`config.mk`:
```
export PLATFORM = sky130hd
export DESIGN_NAME = mou_cfg_regs
export DESIGN_NICKNAME = d
export VERILOG_FILES = /design/src/design/mou_pkg.sv /design/src/design/mou_cfg_regs.sv
export SDC_FILE = /design/constraint.sdc
export NUM_CORES = 1
export LEC_CHECK = 0
export BUFFER_PORTS_ARGS = -buffer_cell sky130_fd_sc_hd__buf_2
export CAP_MARGIN = 0
export CORE_MARGIN = 2
export CORE_UTILIZATION = 42
export CTS_CLUSTER_DIAMETER = 30
export CTS_CLUSTER_SIZE = 16
export DETAILED_ROUTE_END_ITERATION = 7
export PLACE_DENSITY = 0.86
export SYNTH_ARGS = -nofsm -noshare
export SYNTH_HDL_FRONTEND = slang
export SYNTH_SLANG_ARGS = --single-unit
```
`constraint.sdc`:
```
create_clock -name clk -period 1.6 [get_ports clk]
set_clock_uncertainty 0.1 [all_clocks]
set_input_delay 0.32 -clock clk [delete_from_list [all_inputs] [get_ports clk]]
set_output_delay 0.32 -clock clk [all_outputs]
set_load 0.01 [all_outputs]
```
`src/design/mou_pkg.sv`:
```
package mou_pkg;

  localparam int VEC_W     = 64;
  localparam int DEG_W     = 11;
  localparam int MODE_W    = 3;
  localparam int CNT_W     = 4;
  localparam int MASK_W    = 8;
  localparam int THR_W     = 19;
  localparam int CFG_IDX_W = 3;
  localparam int WGT_SLOT  = 8;

  localparam int DEF_NUM_VARS    = 8;
  localparam int DEF_EXP_BITS    = 8;
  localparam int DEF_WEIGHT_BITS = 8;

  typedef logic [MODE_W-1:0]    mode_t;
  typedef logic [CFG_IDX_W-1:0] cfg_idx_t;
  typedef logic signed [1:0]    sign_t;

  localparam mode_t ORD_LEX     = 3'd0;
  localparam mode_t ORD_GRLEX   = 3'd1;
  localparam mode_t ORD_GREVLEX = 3'd2;
  localparam mode_t ORD_ELIM    = 3'd3;
  localparam mode_t ORD_WEIGHT  = 3'd4;

  localparam cfg_idx_t REG_ORDER_MODE       = 3'd0;
  localparam cfg_idx_t REG_LANE_COUNT       = 3'd1;
  localparam cfg_idx_t REG_ELIM_MASK        = 3'd2;
  localparam cfg_idx_t REG_WEIGHT_ENABLE    = 3'd3;
  localparam cfg_idx_t REG_WEIGHT_VECTOR    = 3'd4;
  localparam cfg_idx_t REG_WEIGHT_THRESHOLD = 3'd5;

  localparam sign_t SIGN_POS  = 2'sb01;
  localparam sign_t SIGN_ZERO = 2'sb00;
  localparam sign_t SIGN_NEG  = 2'sb11;

  typedef struct packed {
    logic [VEC_W-1:0] vec_a;
    logic [VEC_W-1:0] vec_b;
  } in_t;

  typedef struct packed {
    sign_t            order_sign;
    logic [VEC_W-1:0] lcm_vec;
    logic [VEC_W-1:0] quotient_vec;
    logic             b_divides_a;
    logic             are_coprime;
    logic [DEG_W-1:0] degree_a;
    logic [DEG_W-1:0] degree_b;
  } out_t;

  typedef struct packed {
    logic [VEC_W-1:0] lcm_vec;
    logic [VEC_W-1:0] quotient_vec;
    logic             b_divides_a;
    logic             are_coprime;
    logic [DEG_W-1:0] degree_a;
    logic [DEG_W-1:0] degree_b;
  } lane_res_t;

  typedef struct packed {
    mode_t            order_mode;
    logic [CNT_W-1:0] lane_count;
    logic [MASK_W-1:0] elim_mask;
    logic             weight_enable;
    logic [VEC_W-1:0] weight_vector;
    logic [THR_W-1:0] weight_threshold;
  } cfg_t;

  localparam cfg_t CFG_RESET = '{
    order_mode:       ORD_GREVLEX,
    lane_count:       4'd8,
    elim_mask:        8'h00,
    weight_enable:    1'b0,
    weight_vector:    64'h0101_0101_0101_0101,
    weight_threshold: 19'd0
  };

endpackage

```
`src/design/mou_cfg_regs.sv`:
```
module mou_cfg_regs
  import mou_pkg::*;
(
  input  logic             clk,
  input  logic             rst,
  input  logic             cfg_valid,
  output logic             cfg_ready,
  input  cfg_idx_t         cfg_index,
  input  logic [VEC_W-1:0] cfg_data,
  output cfg_t             cfg
);

  assign cfg_ready = !rst;

  always_ff @(posedge clk) begin
    if (rst) begin
      cfg <= CFG_RESET;
    end else if (cfg_valid && cfg_ready) begin
      unique case (cfg_index)
        REG_ORDER_MODE:       cfg.order_mode       <= cfg_data[MODE_W-1:0];
        REG_LANE_COUNT:       cfg.lane_count       <= cfg_data[CNT_W-1:0];
        REG_ELIM_MASK:        cfg.elim_mask        <= cfg_data[MASK_W-1:0];
        REG_WEIGHT_ENABLE:    cfg.weight_enable    <= cfg_data[0];
        REG_WEIGHT_VECTOR:    cfg.weight_vector    <= cfg_data;
        REG_WEIGHT_THRESHOLD: cfg.weight_threshold <= cfg_data[THR_W-1:0];
        default: ;
      endcase
    end
  end

endmodule

```
==> metrics.md <==
| Metric | Value |
|---|---|
| Max stage delay on crit path | 430 ps |
| Detailed Place HPWL | 7.65 mm |
| Flop pwr share | 0.545 |
| Cell count after synthesis | 450 |
| Worst reg2reg endpoint | cfg[95] |
| Sw Ratio | 0.250 |
| Register Area | 0.00198 mm² |
| Initial antenna violation count | 0 |
| Area after DPL | 0.00484 mm² |
| Number of global-route vias before repair | 3815 |
| Core ar. | 0.00881 mm² |
| Reg-to-Reg Start | cfg[95] |
| Peak fanout along the critical path | 46 |
| Initial core utilization | 0.436 |
| Total track usage | 0.214 |
| Largest register FFs | 99 |
| Largest family of logic cells by synthesized area | compound AO/OA/AOI/OAI gates |
| Xor/xnor share of the synthesized area | 0 |
| CTS H-tree depth | 3 |
| Maxcap violations | 0 |
| Placed cell count | 700 |
| CTS tree | built |
| Most flops, register | cfg |
| Syn avg cell area | 8.53 µm² |
| Setup TNS | 0 ps |
| Most frequent cells in the layout | buf_2 (169), dfxtp_1 (99), a21oi_1 (85) |
| Worst Setup Path Type | in -> reg |
| CP Capture Type | register |
| CTS Buf Count | 9 |
| Die Wd | 99.6 µm |
| RSZ-0062 raised after global routing | no |
| Commonest non-fill, non-tap cell in the layout | buf_2 |
| Worst-path clk slew | 100 ps |
| Register bit total from synthesis | 99 |
| Main synth FF type | dfxtp_1 |
| Post-CTS sizing | 0 |
| Post-CTS setup buffer count | 0 |
| # IOs | 170 |
| Pint | 0.00346 W |
| Syn Std Cell Area | 0.00384 mm² |
| Drc violations | 0 |
| Hold path start | cfg_data[30] |
| Clk Latency, worst-skew pair | 340 ps |
| Compound-cell area share of the yosys netlist | 0.245 |
| Area growth from synthesis to layout | 31.3% |
| Worst slew margin | 0.471 |
| Max Clk Rate | 0.723 GHz |
| Clock network fraction of total power | 0.354 |
| GRT overflow | 0 |
| Lkg Pwr | 2.19 nW |
| Number of clock sinks | 99 |
| Port-buffer cells | 169 |
| Critical Path Start Type | input port |
| Cell breakdown of the critical path | buf_2 -> or3b_4 -> buf_12 -> o21ai_0 -> a21oi_1 |
| NetSw | 0.00115 W |
| Post-synthesis async set-or-reset flop share | 0 |
| Largest regs | cfg: 99 flops |
| # fillers | 813 |
| Wire length per cell | 15.3 µm |
| PnR worst setup slack | 217 ps |
| Worst EP required | 1720 ps |
| Worst EP arrival | 1510 ps |
| Proportion of layout cells with a drive suffix above 1 | 0.352 |
| Root buffer cell | clkbuf_8 |
| Max Slew Vio Count | 0 |
| Ys Warns | 0 |
| Mux contribution to synthesized area | 0 |
| Final core utilization | 0.572 |
| Hold Path End | cfg[49] |
| Clock Path Buffers | 2 |
| Via count | 3978 |
| Worst slew pin tran | 793 ps |
| Largest net degree at the start of global routing | 47 |
| Hold Fails Final Rpt | 0 |
| ANT nets after route | 0 |
| Pwr Density | 915 mW/mm² |
| Syn nets | 520 |
| Sequential element share of the synthesized area | 0.516 |
| Synth cell types | 33 |
| Dpl ws | -96.1 ps |
| Worst-case vdd ir drop | 0.650 mV |
| Via density | 5.56 |
| Slowest cell on crit path | or3b_4 |
| Combinational share of power | 0.100 |
| Multi-input logic area | 0.00160 mm² |
| Fin cells | 716 |
| Worst r2r path cells | 2 |
| Fin crit share | 0.864 |
| First-pass GRT wire length | 17.5 mm |
| Hold depth | 3 |
| Synth Area in Simple Gates | 0.167 |
| GP Congestion | 0.850 |
| Post-synth EDFFs | 0 |
| Final Cell Area | 0.00504 mm² |
| Worst min-delay path class | in -> reg |
| Fraction of the mapped netlist area in adder cells | 0 |
| Post-cts hold buffer count | 0 |
| Reg2reg setup slack | 750 ps |
| Drt first pass iters | 5 |
| Inserted Diodes | 0 |
| Final wirelength | 11.0 mm |
| Die Area | 0.00992 mm² |
| Period minus WS final | 1380 ps |
| Outcome | completed |
| DR iter-0 viols | 200 |
| Nets | 673 |
| Height of the die | 99.6 µm |
| Site Rows | 34 |
| Setup violators final | 0 |
==> worst max path at each step <==
stage,end,start,slack (ps),depth (start not counted)
final,cfg[4],cfg_index[2],220,5
after CTS,cfg[4],cfg_index[2],280,5
after global routing,cfg_ready,rst,230,3
after detailed placement,cfg[4],cfg_index[2],-100,5
after global placement,cfg[8],cfg_index[2],5,5
after floorplan,cfg[12],rst,90,6
==> Yosys cell counts (4+ instances only) <==
cell	number	area share
dfxtp_1	99	0.52
a21oi_1	85	0.11
nand3_1	81	0.11
o21ai_1	62	0.081
clkbuf_1	20	0.020
o21ai_0	14	0.018
buf_2	13	0.017
buf_6	9	0.026
nor2_1	9	0.0088
and3_1	8	0.013
nand2_1	8	0.0078
nor3_1	8	0.010
a31o_1	5	0.011
buf_1	4	0.0039
==> metrics by stage <==
stage               total power (W)  hold WS, ps
floorplan                   0.00280          343
global placement            0.00302          356
detailed placement          0.00303          363
global route                0.00481         91.5
finish                      0.00461          107
CTS                         0.00465         93.4
==> worst max-delay path, delay by kind of cell <==
kind | cells | cell delay (ps)
buffers and inverters | 2 | 350
AO/OA/AOI/OAI | 2 | 400
AND/OR/NAND/NOR | 1 | 430
==> power by group through the flow <==
stage	Combinational (W)	Clock [W]	Sequential, W
after floorplan	0.000214	0	0.00259
after global placement	0.000447	0	0.00257
after detailed placement	0.000460	0	0.00257
after CTS	0.000463	0.00167	0.00252
after global routing	0.000503	0.00178	0.00252
final	0.000463	0.00163	0.00252
==> cells by family (layout without fill, tap and decap cells) <==
logic type / count (synthesis) / count (layout)
compound gates: 177 / 177
buf+inv: 50 / 208
flops: 99 / 99
simple gates: 124 / 124
==> routing by layer <==
layer,track usage,part of all wire,wire (µm)
met1,0.244,0.39,4280
met2,0.376,0.51,5570
met3,0.0787,0.090,983
met4,0.0601,0.013,142
met5,0,0,0
==> layout make-up <==
cell class / instances / area share
multi-input cells: 301 / 0.317
clock inverters: 5 / 0.0122
inverters: 2 / 0.00149
clock buffers: 11 / 0.0280
repair buffers: 190 / 0.221
flip-flops and latches: 99 / 0.393
well taps: 108 / 0.0268
(Power assumes the default switching activity.)
