<file path="src/design/mou_pkg.sv">
package mou_pkg;

  localparam int VEC_W     = 64;
  localparam int DEG_W     = 11;
  localparam int MODE_W    = 3;
  localparam int CNT_W     = 4;
  localparam int MASK_W    = 8;
  localparam int THR_W     = 19;
  localparam int CFG_IDX_W = 3;
  localparam int WGT_SLOT  = 8;

  localparam int DEF_NUM_VARS    = 8;
  localparam int DEF_EXP_BITS    = 8;
  localparam int DEF_WEIGHT_BITS = 8;

  typedef logic [MODE_W-1:0]    mode_t;
  typedef logic [CFG_IDX_W-1:0] cfg_idx_t;
  typedef logic signed [1:0]    sign_t;

  localparam mode_t ORD_LEX     = 3'd0;
  localparam mode_t ORD_GRLEX   = 3'd1;
  localparam mode_t ORD_GREVLEX = 3'd2;
  localparam mode_t ORD_ELIM    = 3'd3;
  localparam mode_t ORD_WEIGHT  = 3'd4;

  localparam cfg_idx_t REG_ORDER_MODE       = 3'd0;
  localparam cfg_idx_t REG_LANE_COUNT       = 3'd1;
  localparam cfg_idx_t REG_ELIM_MASK        = 3'd2;
  localparam cfg_idx_t REG_WEIGHT_ENABLE    = 3'd3;
  localparam cfg_idx_t REG_WEIGHT_VECTOR    = 3'd4;
  localparam cfg_idx_t REG_WEIGHT_THRESHOLD = 3'd5;

  localparam sign_t SIGN_POS  = 2'sb01;
  localparam sign_t SIGN_ZERO = 2'sb00;
  localparam sign_t SIGN_NEG  = 2'sb11;

  typedef struct packed {
    logic [VEC_W-1:0] vec_a;
    logic [VEC_W-1:0] vec_b;
  } in_t;

  typedef struct packed {
    sign_t            order_sign;
    logic [VEC_W-1:0] lcm_vec;
    logic [VEC_W-1:0] quotient_vec;
    logic             b_divides_a;
    logic             are_coprime;
    logic [DEG_W-1:0] degree_a;
    logic [DEG_W-1:0] degree_b;
  } out_t;

  typedef struct packed {
    logic [VEC_W-1:0] lcm_vec;
    logic [VEC_W-1:0] quotient_vec;
    logic             b_divides_a;
    logic             are_coprime;
    logic [DEG_W-1:0] degree_a;
    logic [DEG_W-1:0] degree_b;
  } lane_res_t;

  typedef struct packed {
    mode_t            order_mode;
    logic [CNT_W-1:0] lane_count;
    logic [MASK_W-1:0] elim_mask;
    logic             weight_enable;
    logic [VEC_W-1:0] weight_vector;
    logic [THR_W-1:0] weight_threshold;
  } cfg_t;

  localparam cfg_t CFG_RESET = '{
    order_mode:       ORD_GREVLEX,
    lane_count:       4'd8,
    elim_mask:        8'h00,
    weight_enable:    1'b0,
    weight_vector:    64'h0101_0101_0101_0101,
    weight_threshold: 19'd0
  };

endpackage

</file>
<file path="src/design/mou_lane_ops.sv">
module mou_lane_ops
  import mou_pkg::*;
#(
  parameter int NUM_VARS = DEF_NUM_VARS,
  parameter int EXP_BITS = DEF_EXP_BITS
) (
  input  logic [VEC_W-1:0]    vec_a,
  input  logic [VEC_W-1:0]    vec_b,
  input  logic [CNT_W-1:0]    lane_count,
  output logic [NUM_VARS-1:0] used,
  output lane_res_t           res
);

  always_comb begin
    logic [EXP_BITS-1:0] a;
    logic [EXP_BITS-1:0] b;
    res = '0;
    res.b_divides_a = 1'b1;
    res.are_coprime = 1'b1;
    for (int i = 0; i < NUM_VARS; i++) begin
      a = vec_a[i*EXP_BITS +: EXP_BITS];
      b = vec_b[i*EXP_BITS +: EXP_BITS];
      used[i] = lane_count > CNT_W'(i);
      if (used[i]) begin
        res.lcm_vec[i*EXP_BITS +: EXP_BITS] = (a > b) ? a : b;
        if (a >= b) begin
          res.quotient_vec[i*EXP_BITS +: EXP_BITS] = a - b;
        end else begin
          res.b_divides_a = 1'b0;
        end
        if (a != '0 && b != '0) begin
          res.are_coprime = 1'b0;
        end
        res.degree_a = res.degree_a + DEG_W'(a);
        res.degree_b = res.degree_b + DEG_W'(b);
      end
    end
  end

endmodule

</file>
<file path="config.mk">
export PLATFORM = sky130hd
export DESIGN_NAME = mou_lane_ops
export DESIGN_NICKNAME = d
export VERILOG_FILES = /design/src/design/mou_pkg.sv /design/src/design/mou_lane_ops.sv
export SDC_FILE = /design/constraint.sdc
export NUM_CORES = 1
export LEC_CHECK = 0
export BUFFER_PORTS_ARGS = -buffer_cell sky130_fd_sc_hd__buf_2
export CAP_MARGIN = 20
export CORE_ASPECT_RATIO = 0.6
export CORE_MARGIN = 2
export CORE_UTILIZATION = 45
export DETAILED_ROUTE_END_ITERATION = 10
export GPL_ROUTABILITY_DRIVEN = 0
export PLACE_DENSITY = 0.7
export REMOVE_ABC_BUFFERS = 1
export SLEW_MARGIN = 20
export SYNTH_ARGS = -nofsm -noshare
export SYNTH_HDL_FRONTEND = slang
export SYNTH_SLANG_ARGS = --single-unit
</file>
<file path="constraint.sdc">
create_clock -name vclk -period 14.82
set_clock_uncertainty 0.15 [all_clocks]
set_input_delay 2.964 -clock vclk [all_inputs]
set_output_delay 2.964 -clock vclk [all_outputs]
set_load 0.01 [all_outputs]
</file>
==> run metrics, run 1 <==
drt pass-1 iters 7; commonest non-fill, non-tap cell in the layout buf_2; diode count 0; dpl ws -0.302 ns; setup violators final 0; Die ar. 25500 um^2; cell area after synthesis 10900 um^2; # fillers 2292; Final min period 14.50 ns; Final ANT Viol Nets 0; Clk pwr share 0%; Pins Over Slew Limit 0; Slew headroom 23.8%; initial antenna violation count 0; largest net degree at the start of global routing 39; estimated wirelength of the detail-placed design 34100 um; critical path class primary input to output port; WL final 41100 um; Worst-Margin Slew 1.14 ns; Final nets 2297; I/O pins 292; Die Y 124 um; net switching power 0.00152 W; area of the core 23900 um^2; vias post-DR 13.1k; hold buffers post-CTS 0; PD cells 205 nW/um^2; count of cell types in the netlist 73; total chip power 0.00292 W; Via density 5.72; Worst setup EP type output port; Net Sw Frac 52.2%; Max-cap violations 0; Port-buffer cells 292; placed cell area 13300 um^2; hold crit path type primary input to output port; CLK BUF 0; Area contributors post-synth ha_1 20%, nor2_1 8.5%, mux2i_1 6.6%, xnor2_1 6.6%, a21oi_1 6.0%; Startpoint Class primary input; initial core utilization 45.4%; final instance area 14300 um^2; GRT Total Usage 29.7%; Critical Path AT 11.39 ns; Max Clock Freq 69.0 MHz; vias in the first global route 11.6k; critical path peak fanout 4; final setup margin 0.319 ns; Final Hold Vio Count 0; synth-to-layout area growth 31.0%; Critical Path RT 11.71 ns; status complete, no violations; num rows 44; Logic pwr share 100.0%; Chip Width 205 um; post-synthesis cell count 1600; Starting DRT DRC Count 1053; post-synth top area cell ha_1; Synth top area share 20.2%; DRC 0; post-synthesis sequential area ratio 0%; share of post-route cells with drive strength above 1 30.0%; placed cell count 2264; total number of yosys warnings 0; Syn Area/Cell 6.80 um^2; slowest CP cell fa_2; Leak 7.25 nW; Peak supply drop 0.107 mV; sequential cell count 0; internal power 0.00140 W; slowest stage delay, CP 0.58 ns; Remaining Overflow, GRT 0; final cell count without fillers 2287; sequential cell area 0 um^2; Flop pwr share 0%; fin crit share 97.8%; WL per Instance 18.0 um; first-pass GRT wire length 61600 um; commonest non-fill, non-tap cells in the layout 292 x buf_2, 238 x nor2_1, 160 x inv_1
==> per-layer routing <==
metal	wire length, um	part of all wire [%]	vias up	global-route usage, %
li1	-	-	6388	-
met1	20200	49	6064	47.3
met2	16300	40	608	41.7
met3	4240	10	18	5.60
met4	265	0.65	0	2.13
met5	0	0	-	0
==> power groups by stage <==
stage | combinational, W | clock (W) | sequential, W
final | 0.00292 | 0 | 0
after CTS | 0.00253 | 0 | 0
after detailed placement | 0.00249 | 0 | 0
after floorplan | 0.00168 | 0 | 0
after global placement | 0.00243 | 0 | 0
after global routing | 0.00317 | 0 | 0
==> cell usage after synthesis (15+ instances only) <==
master	number
nor2_1	247
ha_1	176
inv_1	163
a21oi_1	130
nand2_1	89
xnor2_1	82
o21ai_0	75
a21o_1	72
mux2i_1	72
nor2b_1	41
xor2_1	41
nor4_1	37
clkbuf_1	31
mux2_2	30
nor3_1	30
o21bai_1	30
o21a_1	28
fa_1	22
nand2b_1	20
nand4_1	17
a211oi_1	15
o21ai_1	15
==> worst max-delay path, delay by kind of cell <==
family / cells / cell delay [ns]
and+or+nand+nor: 12 / 1.05
buffers and inverters: 11 / 1.29
xor gates and xnor gates: 4 / 0.58
muxes: 1 / 0.19
AOI/OAI and AO/OA: 17 / 2.62
adders and majority gates: 8 / 2.69
==> metrics by stage <==
step	hold WS (ns)	TNS, ns	util [%]
floorplan	5.78	-7.80	-
global placement	6.14	0	55.5
detailed placement	6.14	-0.674	55.5
CTS	6.14	-0.00775	55.8
global route	6.19	-0.288	59.5
finish	6.15	0	59.5
==> final cells by class <==
cell class	instances	area [um^2]	share of cell area [%]
Multi-Input combinational cell	1391	10900	76.4
Timing Repair Buffer	409	2340	16.4
Inverter	165	619	4.34
Tap cell	322	403	2.83
==> worst paths after layout <==
path / from / end / slack, ns / depth (start not counted)
setup / recovery: lane_count[3] / res[21] / 0.32 / 53
hold / removal: vec_b[6] / res[94] / 6.15 / 4
==> logic make-up (layout without fill, tap and decap cells) <==
logic type,count (synthesis),in the layout,synth area share [%]
AOI/OAI and AO/OA,435,435,25.8
xor gates and xnor gates,126,126,10.3
adders and majority gates,198,198,24.3
buffers and inverters,209,574,7.25
muxes,104,104,9.96
and+or+nand+nor,528,528,22.4
==> timing repair <==
action                                  in CTS  in global routing
endpoints found under the setup margin       5                  8
resized for setup                           13                145
gates cloned                                 0                  0
pin swaps                                    4                 49
setup buffers                                4                 19
Note: power is estimated with default switching activity, not from simulation.
==> run 2, diff against run 1 <==
--- a/config.mk
+++ b/config.mk
@@ -7,12 +7,14 @@
 export LEC_CHECK = 0
 export BUFFER_PORTS_ARGS = -buffer_cell sky130_fd_sc_hd__buf_2
 export CAP_MARGIN = 20
+export CELL_PAD_IN_SITES_DETAIL_PLACEMENT = 1
+export CELL_PAD_IN_SITES_GLOBAL_PLACEMENT = 1
 export CORE_ASPECT_RATIO = 0.6
 export CORE_MARGIN = 2
-export CORE_UTILIZATION = 45
+export CORE_UTILIZATION = 39
 export DETAILED_ROUTE_END_ITERATION = 10
 export GPL_ROUTABILITY_DRIVEN = 0
-export PLACE_DENSITY = 0.7
+export PLACE_DENSITY_LB_ADDON = 0.1
 export REMOVE_ABC_BUFFERS = 1
 export SLEW_MARGIN = 20
 export SYNTH_ARGS = -nofsm -noshare
==> run 2 against run 1 <==
Compared with the run above:
- combinational power increased by 5%
- maximum frequency decreased by 0.29%
- routed wire length increased by 18%
- critical path depth decreased by 8
- sequential share of layout area unchanged
- cell area increased by 2.0%
- setup slack got worse by 0.042 ns
- worst hold slack improved by 0.011 ns
- die area increased by 15%
- final cell count increased by 2.6%
- first-iteration DRC count decreased by 16%
- critical endpoint is now res[10]
- largest power group unchanged
==> run metrics, run 2 (same netlist as run 1, synthesis figures left out) <==
Port-buffer cells 292 (unchanged); vias post-DR 13.3k (was 13.1k); I/O pins 292 (unchanged); Via density 5.67 (was 5.72); Net Sw Frac 52.7% (was 52.2%); status complete, no violations (unchanged); Pins Over Slew Limit 0 (unchanged); cell family with most CP delay adder cells (unchanged); Die Y 133 um (was 124 um); Peak supply drop 0.106 mV (was 0.107 mV); slowest stage delay, CP 0.47 ns (was 0.58 ns); Final ANT Viol Nets 0 (unchanged); vias in the first global route 13.0k (was 11.6k); Slew headroom 23.6% (was 23.8%); Remaining Overflow, GRT 0 (unchanged); Logic pwr share 100.0% (about the same); sequential cell area 0 um^2 (unchanged); Final nets 2312 (was 2297); DRC 0 (unchanged); Flop pwr share 0% (about the same); Max Clock Freq 68.8 MHz (was 69.0 MHz); slowest CP cell fa_2 (unchanged); total chip power 0.00306 W (was 0.00292 W); final core occ 52.8% (was 59.5%); fin crit share 98.1% (was 97.8%); Startpoint Class primary input (unchanged); WP buf/inv 5 (was 11); sequential cell count 0 (unchanged); initial antenna violation count 0 (unchanged); share of post-route cells with drive strength above 1 31.6% (was 30.0%); area of the core 27500 um^2 (was 23900 um^2); drt pass-1 iters 5 (was 7); setup violators final 0 (unchanged); critical path peak fanout 5 (was 4); Clk pwr share 0% (about the same); largest net degree at the start of global routing 39 (unchanged); internal power 0.00145 W (was 0.00140 W); net switching power 0.00161 W (was 0.00152 W); hold crit path type primary input to output port (unchanged); Final min period 14.54 ns (was 14.50 ns); Worst-Margin Slew 1.14 ns (about the same); num rows 47 (was 44); final cell count without fillers 2347 (was 2287); placed cell count 2322 (was 2264); synth-to-layout area growth 33.6% (was 31.0%); WL per Instance 20.6 um (was 18.0 um); PD cells 211 nW/um^2 (was 205 nW/um^2); estimated wirelength of the detail-placed design 40300 um (was 34100 um); Die ar. 29300 um^2 (was 25500 um^2); Starting DRT DRC Count 883 (was 1053); commonest non-fill, non-tap cell in the layout buf_2 (unchanged); critical path class primary input to output port (unchanged); CLK BUF 0 (unchanged); Critical Path RT 11.71 ns (about the same); Worst setup EP type output port (unchanged); Chip Width 220 um (was 205 um); placed cell area 13500 um^2 (was 13300 um^2); Sum Neg Setup Slack 0 ns (unchanged); Leak 7.34 nW (was 7.25 nW); Final Hold Vio Count 0 (unchanged); diode count 0 (unchanged); initial core utilization 39.5% (was 45.4%); commonest non-fill, non-tap cells in the layout 291 x buf_2, 238 x nor2_1, 158 x inv_1 (was 292 x buf_2, 238 x nor2_1, 160 x inv_1); GRT Total Usage 30.9% (was 29.7%); first-pass GRT wire length 72600 um (was 61600 um); Critical Path AT 11.43 ns (was 11.39 ns); WL final 48300 um (was 41100 um); Max-cap violations 0 (unchanged); final instance area 14500 um^2 (was 14300 um^2)
[run 2: changes by cell type in the layout (fill, tap and decap cells not counted), sizes merged]
cell  change
buf      +15
[run 2: worst paths after layout]
check / from / to / slack [ns] / depth (start not counted)
max: lane_count[0] / res[10] / 0.28 / 45
min: vec_b[6] / res[94] / 6.16 / 4
[run 2: repair_timing]
action,CTS,global route
setup endpoints to repair,6,8
resized for setup,33,147
pin swaps,4,67
cloned,0,0
setup buffers,3,24
hold buffers,0,0
[run 2: final cells by class]
| class | instances | area, um^2 |
|---|---|---|
| tap | 367 | 459 |
| multi-input combinational | 1391 | 11000 |
| timing repair buffer | 424 | 2460 |
| inverter | 165 | 619 |
| fill | 3641 | 13000 |
[run 2: tightest hold or removal path, cell delays in order]
cell and delay, ns:
buf_2 0.10, mux2i_1 0.06, nor2_1 0.08, buf_2 0.13
[run 2: power groups by stage]
stage                     Sequential [W]  Combinational [W]  Clock (W)
after floorplan                        0            0.00168          0
after detailed placement               0            0.00259          0
after global placement                 0            0.00251          0
final                                  0            0.00306          0
after CTS                              0            0.00266          0
after global routing                   0            0.00334          0
[run 2: per-layer routing]
metal	global-route usage, %	vias up	wire length, um
li1	-	6402	-
met1	47.9	6483	24400
met2	45.6	387	19800
met3	5.94	37	3620
met4	2.01	0	437
met5	0	-	0
[run 2: through the flow]
step	hold slack [ns]	setup slack [ns]
6_report	6.16	0.278
5_1_grt	6.19	-0.151
4_1_cts	6.16	0.0245
3_5_place_dp	6.16	-0.436
3_3_place_gp	6.16	-0.0359
2_1_floorplan	5.78	-1.23
